===== src/hw/rtl/painless_gabor_dual_window_unit_macros.svh =====
// ----------------------------------------------------------------------------
// Assertion macros for the painless Gabor dual window unit
// Concurrent checks, compiled out for synthesis.
// ----------------------------------------------------------------------------
`ifndef PAINLESS_GABOR_DUAL_WINDOW_UNIT_MACROS_SVH
`define PAINLESS_GABOR_DUAL_WINDOW_UNIT_MACROS_SVH
`ifndef SYNTHESIS
`define PGDW_ASSERT(lbl, clk, rst_n, prop, msg) \
	lbl: assert property (@(posedge clk) disable iff (!rst_n) prop) else $error(msg);
`define PGDW_ASSERT_NEXT(lbl, clk, rst_n, ante, cons, msg) \
	lbl: assert property (@(posedge clk) disable iff (!rst_n) (ante) |=> (cons)) else $error(msg);
`else
`define PGDW_ASSERT(lbl, clk, rst_n, prop, msg)
`define PGDW_ASSERT_NEXT(lbl, clk, rst_n, ante, cons, msg)
`endif
`endif


===== src/hw/rtl/pgdw_pkg.sv =====
// ----------------------------------------------------------------------------
// pgdw_pkg
// Types, codes and sizes shared by the painless Gabor dual window unit.
// ----------------------------------------------------------------------------
`timescale 1ns / 1ps
package pgdw_pkg;
	localparam int MAX_LEN     = 4096;
	localparam int MAX_HOP     = 1024;
	localparam int SAMPLE_BITS = 16;
	localparam int HOP_AW      = 10;
	localparam int DIAG_W      = 48;
	localparam int LEN_W       = 13;
	localparam int HOP_W       = 11;
	localparam int CHAN_W      = 16;
	localparam int POS_W       = 12;
	localparam int CFG_W       = 16;

	localparam logic [1:0] MODE_ACC   = 2'd0;
	localparam logic [1:0] MODE_APPLY = 2'd1;
	localparam logic [1:0] MODE_CLEAR = 2'd2;

	localparam logic [1:0] KIND_DUAL  = 2'd0;
	localparam logic [1:0] KIND_TIGHT = 2'd1;
	localparam logic [1:0] KIND_PU    = 2'd2;

	localparam logic [1:0] ST_OK       = 2'd0;
	localparam logic [1:0] ST_NOFRAME  = 2'd1;
	localparam logic [1:0] ST_NOPAIN   = 2'd2;
	localparam logic [1:0] ST_ZERODIAG = 2'd3;

	localparam logic [1:0] CFG_LEN  = 2'd0;
	localparam logic [1:0] CFG_HOP  = 2'd1;
	localparam logic [1:0] CFG_CHAN = 2'd2;
	localparam logic [1:0] CFG_KIND = 2'd3;

	typedef enum logic [3:0] {
		S_CLEAR, S_IDLE, S_PHASE, S_PHFIN, S_READ, S_ACC, S_MUL, S_SUM,
		S_CHK, S_NORM, S_SQRT, S_DIV, S_OUT
	} state_t;

	typedef struct packed {
		logic        start;
		logic [31:0] num;
		logic [6:0]  steps;
		logic [63:0] den;
		logic [31:0] lim;
	} div_req_t;

	typedef struct packed {
		logic        done;
		logic [31:0] quot;
	} div_rsp_t;
endpackage


===== src/hw/rtl/pgdw_div.sv =====
// ----------------------------------------------------------------------------
// pgdw_div
// Bit-serial restoring divider, one quotient bit a cycle, saturating.
// ----------------------------------------------------------------------------
`timescale 1ns / 1ps
module pgdw_div (
	input  logic              clk,
	input  logic              arst_n,
	input  pgdw_pkg::div_req_t req,
	output pgdw_pkg::div_rsp_t rsp
);
	logic        busy_q;
	logic        done_q;
	logic        sat_q;
	logic [6:0]  cnt_q;
	logic [6:0]  steps_q;
	logic [31:0] num_q;
	logic [63:0] den_q;
	logic [31:0] lim_q;
	logic [63:0] rem_q;
	logic [32:0] quot_q;

	logic        bit_in;
	logic [64:0] rr;
	logic        take;
	logic [32:0] q_nx;
	logic        over;
	logic        last;

	always_comb begin
		bit_in = (cnt_q < 7'd32) ? num_q[~cnt_q[4:0]] : 1'b0;
		rr     = {rem_q, bit_in};
		take   = (rr >= {1'b0, den_q});
		q_nx   = {quot_q[31:0], take};
		over   = (q_nx > {1'b0, lim_q});
		last   = (cnt_q == steps_q - 7'd1) || over;
	end

	always_ff @(posedge clk or negedge arst_n) begin
		if (!arst_n) begin
			busy_q <= 1'b0;
			done_q <= 1'b0;
			sat_q  <= 1'b0;
			cnt_q  <= '0;
		end else begin
			done_q <= 1'b0;
			if (req.start) begin
				busy_q <= 1'b1;
				sat_q  <= 1'b0;
				cnt_q  <= '0;
			end else if (busy_q) begin
				cnt_q <= cnt_q + 7'd1;
				if (over)
					sat_q <= 1'b1;
				if (last) begin
					busy_q <= 1'b0;
					done_q <= 1'b1;
				end
			end
		end
	end

	always_ff @(posedge clk) begin
		if (req.start) begin
			num_q   <= req.num;
			den_q   <= req.den;
			lim_q   <= req.lim;
			steps_q <= req.steps;
			rem_q   <= '0;
			quot_q  <= '0;
		end else if (busy_q) begin
			rem_q  <= take ? (rr[63:0] - den_q) : rr[63:0];
			quot_q <= q_nx;
		end
	end

	assign rsp.done = done_q;
	assign rsp.quot = sat_q ? lim_q : quot_q[31:0];
endmodule


===== config.mk =====
export PLATFORM = sky130hd
export DESIGN_NAME = pgdw_div
export DESIGN_NICKNAME = d
export VERILOG_FILES = /design/src/hw/rtl/painless_gabor_dual_window_unit_macros.svh /design/src/hw/rtl/pgdw_pkg.sv /design/src/hw/rtl/pgdw_div.sv
export SDC_FILE = /design/constraint.sdc
export NUM_CORES = 1
export LEC_CHECK = 0
export ABC_AREA = 1
export BUFFER_PORTS_ARGS = -buffer_cell sky130_fd_sc_hd__buf_2
export CAP_MARGIN = 15
export CORE_MARGIN = 2
export CORE_UTILIZATION = 55
export DETAILED_ROUTE_END_ITERATION = 10
export PLACE_DENSITY = 0.75
export RECOVER_POWER = 100
export SYNTH_ARGS = -nofsm -noshare
export SYNTH_HDL_FRONTEND = slang
export SYNTH_SLANG_ARGS = --single-unit

===== constraint.sdc =====
create_clock -name clk -period 4.2 [get_ports clk]
set_input_delay 0.63 -clock clk [delete_from_list [all_inputs] [get_ports clk]]
set_output_delay 0.63 -clock clk [all_outputs]
set_load 0.02 [all_outputs]

Yosys cells after proc, flatten, opt, wreduce, memory -nomap -nowiden
Cells that the tools add are included.
- $add $sub $neg: 3
- multiply operators: 0
- div/mod/pow operators: 0
- order comparisons: 4
- equal/unequal tests: 1
- shift-type cells: 0
- muxes and demuxes: 16
- bitwise logic cells: 1
- reductions and logical operators: 4
- operator list (operator ; count):
    $ge 65x64->1 ; 1
    $mux 64 ; 1
    $sub 64x64->64 ; 1
    $gt 33x32->1 ; 1
    $mux 32 ; 1
    $mux 7 ; 2
    $mux 1 ; 11
    $add 7x1->7 const B ; 1
    $eq 7x7->1 ; 1
    $lt 7x6->1 const B ; 1
    $sub 7x1->7 const B ; 1
    $lt 5x6->1 const B ; 1
    $bmux 1 s5 ; 1
    $not 5->5 ; 1
    $reduce_bool 2->1 ; 2
    $reduce_and 2->1 ; 1
    $logic_or 1x1->1 ; 1
- register bits: 241
- bits in latches: 0
- RAM bits: 0
- bits in read-only memories: 0
- input bits: 138
- output and inout bits: 33
- logic and storage cells: 39
- memories: 0

Longest topological paths before layout
Gate-level depths: netlist of the first run.
- depth after elaboration: 10
- mapped depth: 26
- depth with buffers taken out: 25

Least setup slack after synthesis of the first run
Ideal clock, no wire load.
- path type: reg2reg
- from: register cnt_q[0]
- to: register done_q
- library setup time: 0.136 ns
- data arrival time: 3.151 ns
- required time: 4.064 ns
- slack: 0.913 ns
- cell stages (with the launch flop): 25
- path buffers: 2
- clock period less this slack: 3.287 ns
- cell sequence: dfrtp_1 > buf_2 > clkinv_1 > clkbuf_1 > o21ai_0 > o221ai_1 > nand3_1 > nand3_1 > nand3_1 > ha_1 > nand2_1 > nand3b_1 > nor2_1 > nand2_1 > nor2_1 > nand2_1 > nand3_2 > nor2_4 > nand2_8 > inv_2 > ha_1 > nor4b_1 > nand4_1 > nand2_1 > a21oi_1
- longest elaborated chain between the ends: 10
- elaborated cells between the ends (all ways): 12
- those cells by class: order compare: 3; eq/ne: 1; mux: 6; bitwise: 1; reduce/logical: 1
- ends and longest elaborated chain (what ; line ; RTL):
    start, declared ; pgdw_div.sv:15 ; logic [6:0] cnt_q;
    start signal, assigned ; pgdw_div.sv:52 ; cnt_q <= cnt_q + 7'd1;
    $not 5->5 ; pgdw_div.sv:31 ; bit_in = (cnt_q < 7'd32) ? num_q[~cnt_q[4:0]] : 1'b0;
    $bmux 1 s5 ; pgdw_div.sv:31 ;
    $mux 1 (not written as such) ; pgdw_div.sv:31 ;
    $mux 1 ; pgdw_div.sv:31 ;
    $ge 65x64->1 ; pgdw_div.sv:33 ; take = (rr >= {1'b0, den_q});
    $gt 33x32->1 ; pgdw_div.sv:35 ; over = (q_nx > {1'b0, lim_q});
    $logic_or 1x1->1 * ; pgdw_div.sv:36 ; last = (cnt_q == steps_q - 7'd1) || over;
    $mux 1 * ; pgdw_div.sv:55 ; if (last) begin
    $mux 1 * ; pgdw_div.sv:51 ; end else if (busy_q) begin
    $mux 1 * ; pgdw_div.sv:47 ; if (req.start) begin
    end signal, assigned ; pgdw_div.sv:42 ; done_q <= 1'b0;
    end signal, assigned ; pgdw_div.sv:46 ; done_q <= 1'b0;
    end signal, assigned ; pgdw_div.sv:57 ; done_q <= 1'b1;
    end, declared ; pgdw_div.sv:13 ; logic done_q;
Mark *: on every way between the ends. The rest lies on a longest branch, timed or not. The select of a mux whose other input is x is not followed.
A chain may end at the register's enable or synchronous reset.

Worst setup path in the final report of the first run
- from: register cnt_q[0]
- to: register rem_q[38]
- longest elaborated chain between the ends: 6
- elaborated cells between the ends (all ways): 8
- those cells by class: add/sub: 1; order compare: 2; mux: 4; bitwise: 1
- ends and longest elaborated chain (what ; line ; RTL):
    $not 5->5 ; pgdw_div.sv:31 ;
    $bmux 1 s5 ; pgdw_div.sv:31 ;
    $mux 1 (not written as such) ; pgdw_div.sv:31 ;
    $mux 1 * ; pgdw_div.sv:31 ;
    $sub 64x64->64 / $ge 65x64->1 (equally long branches) ; pgdw_div.sv:72, pgdw_div.sv:33 ;
    $mux 64 * ; pgdw_div.sv:72 ; rem_q <= take ? (rr[63:0] - den_q) : rr[63:0];
    end signal, assigned ; pgdw_div.sv:72 ;
    end, declared ; pgdw_div.sv:20 ; logic [63:0] rem_q;
Marks and branches as above.

==> impl_results.md, run 1 <==
- Status: finished with violations
- Failing checks: max-capacitance violations, max-slew violations
- Max IR drop VDD: 0.000446 V
- Final setup TNS: 0 ns
- FILL cells: 2603
- Seq/Total Area, Yosys: 0.396
- Area Growth Syn to Fin: 12.4%
- # clock sinks: 241
- Reg area: 6230 um^2
- NumNets Final: 2545
- DR WL met2: 21400 um
- Synthesized instance count: 2144
- Critical path required time: 4.58 ns
- Asr flop ratio synth: 0.0415
- Crit path kind: reg2reg
- Die height: 173 um
- Largest net degree at the start of global routing: 98
- Slowest CP cell: dfrtp_1
- Setup Skew: 0.0245 ns
- Largest cells by area after synthesis: edfxtp_1 26%, nand2_1 15%, dfxtp_1 12%
- Cell mode on critical path: nand2_1
- Max_slew headroom: -0.350
- Pleak: 8.58 nW
- I/O pin count: 171
- Via-per-instance ratio: 5.38
- Setup WS post-layout: 0.289 ns
- Clk buf depth: 3
- Worst setup EP type: flop
- Routed length on met3: 3470 um
- Total CTS buffers: 27
- CP Launch Type: flop
- Die width: 173 um
- GRT Total Usage: 0.309
- Max H-tree Level: 1
- DRC viols: 0
- Total congestion overflow: 0
- Reg2Reg Depth: 22
- Die Area: 29900 um^2
- Crit-path cells: buf_4 -> o21ai_0 -> o221ai_1 -> nand3_1 -> nand3_1 -> nand3_1 -> ha_1 -> fa_1 -> inv_1 -> nand3_1 -> nand3_1 -> nand2_1 -> nand2_1 -> nand2_1 -> nand3_1 -> nand2_1 -> nand2_1 -> nand2_1 -> nand2_1 -> nor2_1 -> nor2_1 -> nor2_1
- Core Box Area: 27900 um^2
- TritonCTS clock tree: built
- Routed WL: 46700 um
- Worst path max stage delay: 0.43 ns
- Clock transition at path regs: 0.06 ns
- Pre-CTS WS: 0.292 ns
- Worst R2R Setup Slack: 0.29 ns
- Post-DP HPWL: 36300 um
- Max Freq: 0.256 GHz
- Ys Warns: 0
- Port bufs: 170
- Worst-margin pin slew: 2.02 ns
- Post-route antenna net violation count: 0
- Mapped Avg Cell Area: 7.33 um^2
- Worst Hold Launch: req[81]
- Crit Reg-Reg Endpoint: rem_q[38]
- EDFF count, synth: 135
- Initial antenna violation count: 1
- Row cnt: 61
- Crit path max fanout: 17
- Starting DRT DRC Count: 1201
- Synthesized flop and latch total: 241
- Final Util: 0.632
- DRT Pass-1 Iters: 7
- Library cells used by synthesis: 48
- Wire per inst: 17.3 um
- Layout cells sized above 1: 0.106
- Crit share post-route: 0.931
- Final hold vios: 0
- Total power draw: 9.89 mW
- Vias in the first global route: 14187
- Worst Path Arrival: 4.29 ns
- Root Buffer: clkbuf_16
- RSZ-0062 raised after global routing: no
- Latest clock arrival within the worst-skew pair: 0.58 ns
- Share of the synthesized area in the top cell type: 0.258
- Worst Hold End: den_q[49]
- Post-layout minimum cycle time: 3.91 ns
- Top_reg_cell synth: edfxtp_1
- Worst hold path depth: 1
- Final setup fails: 0
- Initial Utilization: 0.562
- Worst hold path class: in2reg
- Via count: 14557
- PD cells: 560 nW/um^2
- Area leader, netlist: edfxtp_1
- M1 WL: 20400 um
- Mapped Area: 15700 um^2
- Global-route wire length before repair: 73700 um
- Syn nets: 2381
- Final Slew Violations: 155
- Routability-driven placement congestion ratio: 1.05
- Worst flop-to-flop path startpoint: cnt_q[0]
- Maxcap violations: 2
- Area occupied by multi-input gates: 7770 um^2
- DR top layer: met5
==> cells in the final DEF (no fill, tap or decap), types with 4 or more instances in the layout <==
cell type,n
nand2_1,628
inv_1,338
nor2_1,217
edfxtp_1,135
buf_2,131
o21ai_0,112
nand3_1,98
ha_1,98
a21oi_1,96
dfxtp_1,96
clkbuf_1,49
nand4_1,33
o22ai_1,31
xnor2_1,30
clkbuf_16,27
inv_2,19
o21bai_1,17
o211ai_1,14
nor3_1,13
nor2_2,12
nand3b_1,11
xor2_1,11
dfrtp_1,10
nand3_2,8
nand2_2,7
or2_1,7
o221ai_1,6
o21ai_1,6
nor4_1,6
o211ai_2,6
buf_4,6
a21oi_2,4
nor2_4,4
a21o_1,4
clkinv_1,4
clkbuf_8,4
==> report_power, final <==
| part | leakage, nW | switching [mW] | total [mW] | internal (mW) |
|---|---|---|---|---|
| logic | 5.90 | 2.91 | 4.32 | 1.42 |
| registers | 2.24 | 0.253 | 3.11 | 2.86 |
| clock network | 0.443 | 1.01 | 2.46 | 1.45 |
| total | 8.58 | 4.17 | 9.89 | 5.73 |
==> through the flow <==
| stage | area (um^2) | cells | hold WS (ns) |
|---|---|---|---|
| after floorplan | 15700 | 2144 | 0.334 |
| after global placement | 16900 | 2655 | 0.456 |
| after detailed placement | 16900 | 2655 | 0.460 |
| after CTS | 17800 | 2706 | 0.211 |
| after global routing | 17700 | 2707 | 0.218 |
| final | 17700 | 2708 | 0.229 |
==> layer usage <==
| layer | vias up | track usage |
|---|---|---|
| met3 | 80 | 0.0576 |
| met2 | 512 | 0.509 |
| li1 | 7242 | - |
| met4 | 2 | 0.0975 |
| met5 | - | 0 |
| met1 | 6721 | 0.412 |
==> critical path: cells and delay by family, from the launching register on <==
family	cells	cell delay (ns)
AOI/OAI and AO/OA	2	0.37
buffers and inverters	2	0.35
adders and majority gates	2	0.74
DFF	1	0.43
and+or+nand+nor	16	1.82
==> cell families after synthesis <==
kind of cell	share of synthesized area
and+or+nand+nor	0.282
DFF	0.396
buffers and inverters	0.104
AOI/OAI and AO/OA	0.115
adders and majority gates	0.0793
xor gates and xnor gates	0.0229
==> sequential cells by signal, summed over array words and instances, names as in the netlist <==
register,flops
busy_q,1
cnt_q,7
den_q,64
done_q,1
lim_q,32
num_q,32
quot_q,32
rem_q,64
sat_q,1
steps_q,7
==> how the worst max path moves through the flow <==
stage                   from        end  slack, ns  cells past startpoint
global placement    cnt_q[1]  rem_q[54]       0.46                     21
floorplan           cnt_q[0]     done_q       0.91                     24
finish              cnt_q[0]  rem_q[38]       0.29                     22
detailed placement  cnt_q[1]  rem_q[38]       0.29                     22
global route        cnt_q[0]      sat_q       0.03                     22
CTS                 cnt_q[1]  rem_q[38]       0.29                     22
==> cell type report <==
class                   instances  share of cell area
clock inverters                10             0.00829
repair buffers                183              0.0519
clock buffers                  40              0.0433
multi-input cells            1494               0.440
flip-flops and latches        241               0.353
diodes                          1            0.000142
well taps                     378              0.0268
inverters                     361              0.0770
==> cells in the mapped netlist (27+ instances only) <==
| cell | number |
|---|---|
| inv_1 | 339 |
| o22ai_1 | 31 |
| nand2_1 | 624 |
| clkbuf_1 | 27 |
| dfxtp_1 | 96 |
| nand4_1 | 33 |
| a21oi_1 | 96 |
| nand3_1 | 98 |
| edfxtp_1 | 135 |
| xnor2_1 | 30 |
| ha_1 | 98 |
| nor2_1 | 217 |
| o21ai_0 | 106 |
==> what timing repair did <==
item | 4_1_cts | 5_1_grt
hold buffers | 1 | 0
gates resized for setup | 0 | 2
buffers inserted | 0 | 0
hold endpoints to repair | 10 | 0
setup endpoints to repair | 0 | 4
(Power assumes the default switching activity.)
==> inputs of run 2 (changes only) <==
CTS_BUF_LIST = sky130_fd_sc_hd__clkbuf_4 sky130_fd_sc_hd__clkbuf_8   (was default)
==> run 2 against run 1 <==
Against the previous run: the flow still finishes with violations (max-capacitance violations, max-slew violations); clock skew rose by 0.023 ns; sequential cell count did not move; clock power fell by 5%; die area did not move; wire length fell by 1.2%; register-to-register slack barely moved; count of clock-buffer cells in the layout rose by 26; critical path type unchanged; largest cell class unchanged; highest routed layer unchanged.
==> impl_results.md, run 2 (synthesized netlist as in run 1, its figures left out) <==
- Final setup fails: 0 (unchanged)
- Setup Skew: 0.0476 ns (was 0.0245 ns)
- Routability-driven placement congestion ratio: 1.05 (unchanged)
- Crit share post-route: 0.934 (was 0.931)
- Commonest non-fill, non-tap cell in the layout: nand2_1 (unchanged)
- Latest clock arrival within the worst-skew pair: 0.59 ns (was 0.58 ns)
- GRT Total Usage: 0.306 (was 0.309)
- Port bufs: 170 (unchanged)
- Final hold vios: 0 (unchanged)
- Max Freq: 0.255 GHz (was 0.256 GHz)
- Cell mode on critical path: nand2_1 (unchanged)
- Worst setup EP type: flop (unchanged)
- Routed length on met3: 3500 um (was 3470 um)
- Core Box Area: 27900 um^2 (unchanged)
- Crit-path cells: buf_4 -> o21ai_0 -> o221ai_1 -> nand3_1 -> nand3_1 -> nand3_1 -> ha_1 -> fa_1 -> inv_1 -> nand3_1 -> nand3_1 -> nand2_1 -> nand2_1 -> nand2_1 -> nand3_1 -> nand2_1 -> nand2_1 -> nand2_1 -> nand2_1 -> nor2_1 -> nor2_1 -> nor2_1 (unchanged)
- Post-CTS setup buffer count: 0 (unchanged)
- Worst hold path depth: 1 (unchanged)
- Largest registers: den_q: 64 flops, rem_q: 64 flops (unchanged)
- Worst Hold Launch: req[42] (was req[81])
- Worst R2R Setup Slack: 0.28 ns (was 0.29 ns)
- Reg2Reg Depth: 22 (unchanged)
- Worst path max stage delay: 0.43 ns (about the same)
- Slowest CP cell: dfrtp_1 (unchanged)
- CP Launch Type: flop (unchanged)
- Final setup TNS: 0 ns (unchanged)
- Area Growth Syn to Fin: 12.5% (was 12.4%)
- Root Buffer: clkbuf_8 (was clkbuf_16)
- Worst-margin pin slew: 2.04 ns (was 2.02 ns)
- Die height: 173 um (unchanged)
- Via-per-instance ratio: 5.31 (was 5.38)
- Post-route antenna net violation count: 0 (unchanged)
- Die Area: 29900 um^2 (unchanged)
- DR WL met2: 21000 um (was 21400 um)
- Post-layout minimum cycle time: 3.92 ns (was 3.91 ns)
- Global-route wire length before repair: 73000 um (was 73700 um)
- WP buf/inv: 2 (unchanged)
- I/O pin count: 171 (unchanged)
- PD cells: 552 nW/um^2 (was 560 nW/um^2)
- Final Slew Violations: 82 (was 155)
- Row cnt: 61 (unchanged)
- DRT Pass-1 Iters: 5 (was 7)
- Worst Path Arrival: 4.29 ns (about the same)
- Via count: 14534 (was 14557)
- Starting DRT DRC Count: 1165 (was 1201)
- NumNets Final: 2560 (was 2545)
- Total congestion overflow: 0 (unchanged)
- Crit path kind: reg2reg (unchanged)
- Wire per inst: 16.9 um (was 17.3 um)
- Max_slew headroom: -0.359 (was -0.350)
- Post-DP HPWL: 36300 um (unchanged)
- Crit path max fanout: 17 (unchanged)
- Initial Utilization: 0.562 (unchanged)
- Clk buf depth: 3 (unchanged)
- Total CTS buffers: 42 (was 27)
- Worst Hold End: den_q[10] (was den_q[49])
- M1 WL: 20300 um (was 20400 um)
- Crit Reg-Reg Endpoint: rem_q[38] (unchanged)
- Status: finished with violations (unchanged)
- Pleak: 8.62 nW (was 8.58 nW)
- Largest net degree at the start of global routing: 98 (unchanged)
- RSZ-0062 raised after global routing: no (unchanged)
- Die width: 173 um (unchanged)
- Critical path required time: 4.57 ns (was 4.58 ns)
- Layout cells sized above 1: 0.120 (was 0.106)
- Final Util: 0.632 (about the same)
- # clock sinks: 241 (unchanged)
- Failing checks: max-capacitance violations, max-slew violations (unchanged)
- Maxcap violations: 1 (was 2)
- Max IR drop VDD: 0.000361 V (was 0.000446 V)
- Most frequent cells in the layout: 627 x nand2_1, 338 x inv_1, 217 x nor2_1 (was 628 x nand2_1, 338 x inv_1, 217 x nor2_1)
- Routed WL: 46200 um (was 46700 um)
- Clock transition at path regs: 0.06 ns (about the same)
- Initial antenna violation count: 1 (unchanged)
- Worst hold path class: in2reg (unchanged)
- Max H-tree Level: 2 (was 1)
- DRC viols: 0 (unchanged)
- Vias in the first global route: 14105 (was 14187)
- DR top layer: met5 (unchanged)
- Crit-path leading delay family: simple AND/OR/NAND/NOR gates (unchanged)
- TritonCTS clock tree: built (unchanged)
- Worst flop-to-flop path startpoint: cnt_q[0] (unchanged)
- Crit path depth: 22 (unchanged)
-- run 2: changes by cell type in the layout (fill, tap and decap cells not counted), sizes merged --
cell    previous run  this run
bufinv             3         2
clkinv             6        10
buf              139       142
clkbuf            83       106
diode              1         2
inv              360       359
-- run 2: how the worst max path moves through the flow --
| stage | start | end | slack [ns] |
|---|---|---|---|
| 2_1_floorplan | cnt_q[0] | done_q | 0.91 |
| 3_3_place_gp | cnt_q[1] | rem_q[54] | 0.46 |
| 3_5_place_dp | cnt_q[1] | rem_q[38] | 0.29 |
| 4_1_cts | cnt_q[1] | rem_q[38] | 0.26 |
| 5_1_grt | cnt_q[0] | busy_q | 0.04 |
| 6_report | cnt_q[0] | rem_q[38] | 0.28 |
-- run 2: routing by layer --
metal  track usage  up-vias
met2         0.500      503
met5             0        -
li1              -     7289
met3        0.0633       86
met4         0.101        2
met1         0.407     6654
-- run 2: area by class of cell --
type                       instances  area, um^2
clock buffer                      66         790
inverter                         361        1360
fill                            2630       10300
clock inverter                    12         123
antenna                            2        5.00
multi-input combinational       1494        7770
tap                              378         473
timing repair buffer             183         921
sequential                       241        6230
-- run 2: repair_timing --
| item | 4_1_cts | 5_1_grt |
|---|---|---|
| endpoints found under the setup margin | 0 | 5 |
| hold buffers | 1 | 0 |
| gates resized for setup | 0 | 2 |
| hold endpoints to repair | 10 | 0 |
-- run 2: where the power goes --
| part | internal [mW] | switching [mW] | leakage, nW | total, mW |
|---|---|---|---|---|
| sequential | 2.86 | 0.249 | 2.24 | 3.11 |
| clock | 1.33 | 1.01 | 0.480 | 2.34 |
| combinational | 1.42 | 2.89 | 5.90 | 4.31 |
-- run 2: through the flow --
stage	hold WS, ns	setup WS [ns]	power (mW)	cell area (um^2)	instances
after floorplan	0.334	0.913	6.30	15700	2144
after global placement	0.456	0.456	7.39	16900	2655
after detailed placement	0.460	0.292	7.43	16900	2655
after CTS	0.180	0.257	9.80	17800	2734
after global routing	0.195	0.0400	10.4	17700	2735
final	0.208	0.277	9.75	17700	2737
==> inputs of run 3 (changes only) <==
CORE_UTILIZATION = 25   (was 55)
PLACE_DENSITY = default   (was 0.75)
==> run 3 against run 2 <==
Against the previous run: the run still ends with max-capacitance violations, max-slew violations left; total power is 0.32% lower; combinational power about the same; non-clock buffer count is 4 higher; critical path depth did not move; sequential cell count unchanged; via count shrank 2.1%; clock power is essentially flat.
==> impl_results.md, run 3 (synthesized netlist as in run 1, its figures left out) <==
- Final setup TNS: 0 ns (unchanged)
- Final Slew Violations: 164 (was 82)
- Routed WL: 49600 um (was 46200 um)
- Status: finished with violations (unchanged)
- Combinational cell fraction of total power: 0.441 (was 0.442)
- Root Buffer: clkbuf_8 (unchanged)
- Initial Utilization: 0.254 (was 0.562)
- Slowest CP cell: buf_6 (was dfrtp_1)
- Worst flop-to-flop path startpoint: cnt_q[0] (unchanged)
- M1 WL: 22600 um (was 20300 um)
- Total CTS buffers: 45 (was 42)
- Via-per-instance ratio: 4.44 (was 5.31)
- Max Freq: 0.263 GHz (was 0.255 GHz)
- Port bufs: 170 (unchanged)
- PD cells: 533 nW/um^2 (was 552 nW/um^2)
- Max_slew headroom: -0.603 (was -0.359)
- Net switching power: 4.17 mW (was 4.15 mW)
- Post-DP HPWL: 38900 um (was 36300 um)
- Commonest non-fill, non-tap cell in the layout: nand2_1 (unchanged)
- CP Launch Type: flop (unchanged)
- Global-route wire length before repair: 76400 um (was 73000 um)
- DRT Pass-1 Iters: 5 (unchanged)
- Crit-path cells: clkinvlp_4 -> nand2_1 -> nand3_1 -> nand2_1 -> a21oi_1 -> o31ai_1 -> nand3_1 -> nand3_2 -> ha_2 -> nand3b_1 -> nand3_2 -> nand2_2 -> nand2_4 -> nand2_2 -> nand2_4 -> nand2_4 -> nand2_8 -> buf_6 -> nand3_1 -> nor2_1 -> nor2_1 -> nor2_1 (was buf_4 -> o21ai_0 -> o221ai_1 -> nand3_1 -> nand3_1 -> nand3_1 -> ha_1 -> fa_1 -> inv_1 -> nand3_1 -> nand3_1 -> nand2_1 -> nand2_1 -> nand2_1 -> nand3_1 -> nand2_1 -> nand2_1 -> nand2_1 -> nand2_1 -> nor2_1 -> nor2_1 -> nor2_1)
- Area Growth Syn to Fin: 16.2% (was 12.5%)
- Maxcap violations: 2 (was 1)
- TritonCTS clock tree: built (unchanged)
- I/O pin count: 171 (unchanged)
- Latest clock arrival within the worst-skew pair: 0.63 ns (was 0.59 ns)
- Initial antenna violation count: 11 (was 1)
- Largest net degree at the start of global routing: 98 (unchanged)
- Wire per inst: 15.5 um (was 16.9 um)
- Clock transition at path regs: 0.06 ns (about the same)
- GRT Total Usage: 0.153 (was 0.306)
- Post-route antenna net violation count: 0 (unchanged)
- Setup Skew: 0.0442 ns (was 0.0476 ns)
- Reg2Reg Depth: 22 (unchanged)
- Final setup fails: 0 (unchanged)
- Die height: 255 um (was 173 um)
- Worst-margin pin slew: 2.41 ns (was 2.04 ns)
- Hold slack final: 0.170 ns (was 0.208 ns)
- Final Util: 0.295 (was 0.632)
- Total congestion overflow: 0 (unchanged)
- Failing checks: max-capacitance violations, max-slew violations (unchanged)
- # clock sinks: 241 (unchanged)
- Worst R2R Setup Slack: 0.40 ns (was 0.28 ns)
- DRC viols: 0 (unchanged)
- DR top layer: met5 (unchanged)
- DR WL met2: 22100 um (was 21000 um)
- Row cnt: 91 (was 61)
- Largest registers: den_q: 64 flops, rem_q: 64 flops (unchanged)
- Die Area: 64800 um^2 (was 29900 um^2)
- Worst setup EP type: flop (unchanged)
- Clk buf depth: 3 (unchanged)
- Via count: 14224 (was 14534)
- Routability-driven placement congestion ratio: 0.944 (was 1.05)
- Max H-tree Level: 2 (unchanged)
- Internal power: 5.56 mW (was 5.60 mW)
- Worst path max stage delay: 0.54 ns (was 0.43 ns)
- Worst Path Arrival: 4.33 ns (was 4.29 ns)
- Most frequent cells in the layout: 625 x nand2_1, 339 x inv_1, 218 x nor2_1 (was 627 x nand2_1, 338 x inv_1, 217 x nor2_1)
- RSZ-0062 raised after global routing: no (unchanged)
- Core Box Area: 61900 um^2 (was 27900 um^2)
- Die width: 255 um (was 173 um)
- Crit share post-route: 0.905 (was 0.934)
- Critical path required time: 4.73 ns (was 4.57 ns)
- Crit. Startpoint: cnt_q[0] (unchanged)
- Max IR drop VDD: 0.000356 V (was 0.000361 V)
- Vias in the first global route: 13671 (was 14105)
- Crit Reg-Reg Endpoint: rem_q[50] (was rem_q[38])
- Routed length on met3: 3270 um (was 3500 um)
- FILL cells: 6943 (was 2630)
- Starting DRT DRC Count: 941 (was 1165)
- Switch share: 0.429 (was 0.425)
- NumNets Final: 2567 (was 2560)
- Register share of total power: 0.318 (about the same)
- Final hold vios: 0 (unchanged)
- Layout cells sized above 1: 0.119 (was 0.120)
- Worst hold path class: in2reg (unchanged)
- Pleak: 8.62 nW (about the same)
- Crit path kind: reg2reg (unchanged)
- End of the critical path: rem_q[50] (was rem_q[38])
- Crit path max fanout: 97 (was 17)
- Share of total power in the clock network: 0.241 (was 0.240)
- Post-layout minimum cycle time: 3.80 ns (was 3.92 ns)
==> run 3: cell types whose count changed in the layout (fill, tap and decap cells not counted), moves of 5 or more <==
| cell | before | now |
|---|---|---|
| buf_2 | 133 | 119 |
| buf_4 | 7 | 12 |
| clkinv_2 | 1 | 7 |
| clkbuf_1 | 38 | 51 |
==> run 3: power groups by stage <==
| stage | combinational [mW] | clock, mW | sequential, mW |
|---|---|---|---|
| 2_1_floorplan | 3.23 | 0 | 3.06 |
| 3_3_place_gp | 4.33 | 0 | 3.14 |
| 3_5_place_dp | 4.31 | 0 | 3.14 |
| 4_1_cts | 4.34 | 2.46 | 3.09 |
| 5_1_grt | 4.82 | 2.55 | 3.13 |
| 6_report | 4.29 | 2.34 | 3.09 |
==> run 3: final cells by class <==
class / count / area, um^2 / share of cell area
Sequential cell: 241 / 6230 / 0.341
Antenna cell: 1 / 2.50 / 0.000137
Clock inverter: 14 / 90.1 / 0.00494
Clock buffer: 69 / 825 / 0.0452
Inverter: 361 / 1360 / 0.0744
Tap cell: 837 / 1050 / 0.0574
Timing Repair Buffer: 187 / 920 / 0.0504
Multi-Input combinational cell: 1494 / 7780 / 0.426
==> run 3: repair_timing <==
| item | 4_1_cts | 5_1_grt |
|---|---|---|
| setup endpoints to repair | 0 | 17 |
| resized for setup | 0 | 3 |
| hold buffers | 1 | 0 |
| buffers inserted | 0 | 1 |
| hold endpoints to repair | 10 | 0 |
==> run 3: stage by stage <==
| step | area (um^2) | cells | setup slack (ns) | power [mW] |
|---|---|---|---|---|
| floorplan | 15700 | 2144 | 0.913 | 6.30 |
| global placement | 17500 | 3118 | 0.348 | 7.46 |
| detailed placement | 17500 | 3118 | 0.242 | 7.45 |
| CTS | 18400 | 3202 | 0.236 | 9.89 |
| global route | 18300 | 3204 | 0.0857 | 10.5 |
| finish | 18300 | 3204 | 0.398 | 9.72 |
==> run 3: worst max-delay path, delay by kind of cell (launching register included) <==
family	cells	cell delay, ns
buf+inv	2	0.76
simple gates	17	1.85
compound gates	2	0.20
fa+ha+maj	1	0.29
flops	1	0.40
==> run 3: how the worst min path moves through the flow <==
stage / startpoint / end / slack (ns) / cells after the start
after CTS: req[70] / den_q[38] / 0.11 / 1
final: req[31] / lim_q[31] / 0.17 / 1
after detailed placement: rem_q[53] / rem_q[53] / 0.46 / 2
after global placement: rem_q[53] / rem_q[53] / 0.46 / 2
after floorplan: arst_n / busy_q / 0.33 / 0
after global routing: req[71] / den_q[39] / 0.13 / 1
==> run 3: layer usage <==
metal,GRT usage,up-vias
met5,0.0113,-
met4,0.0555,22
met3,0.0345,104
met2,0.243,400
met1,0.202,6404
li1,-,7294
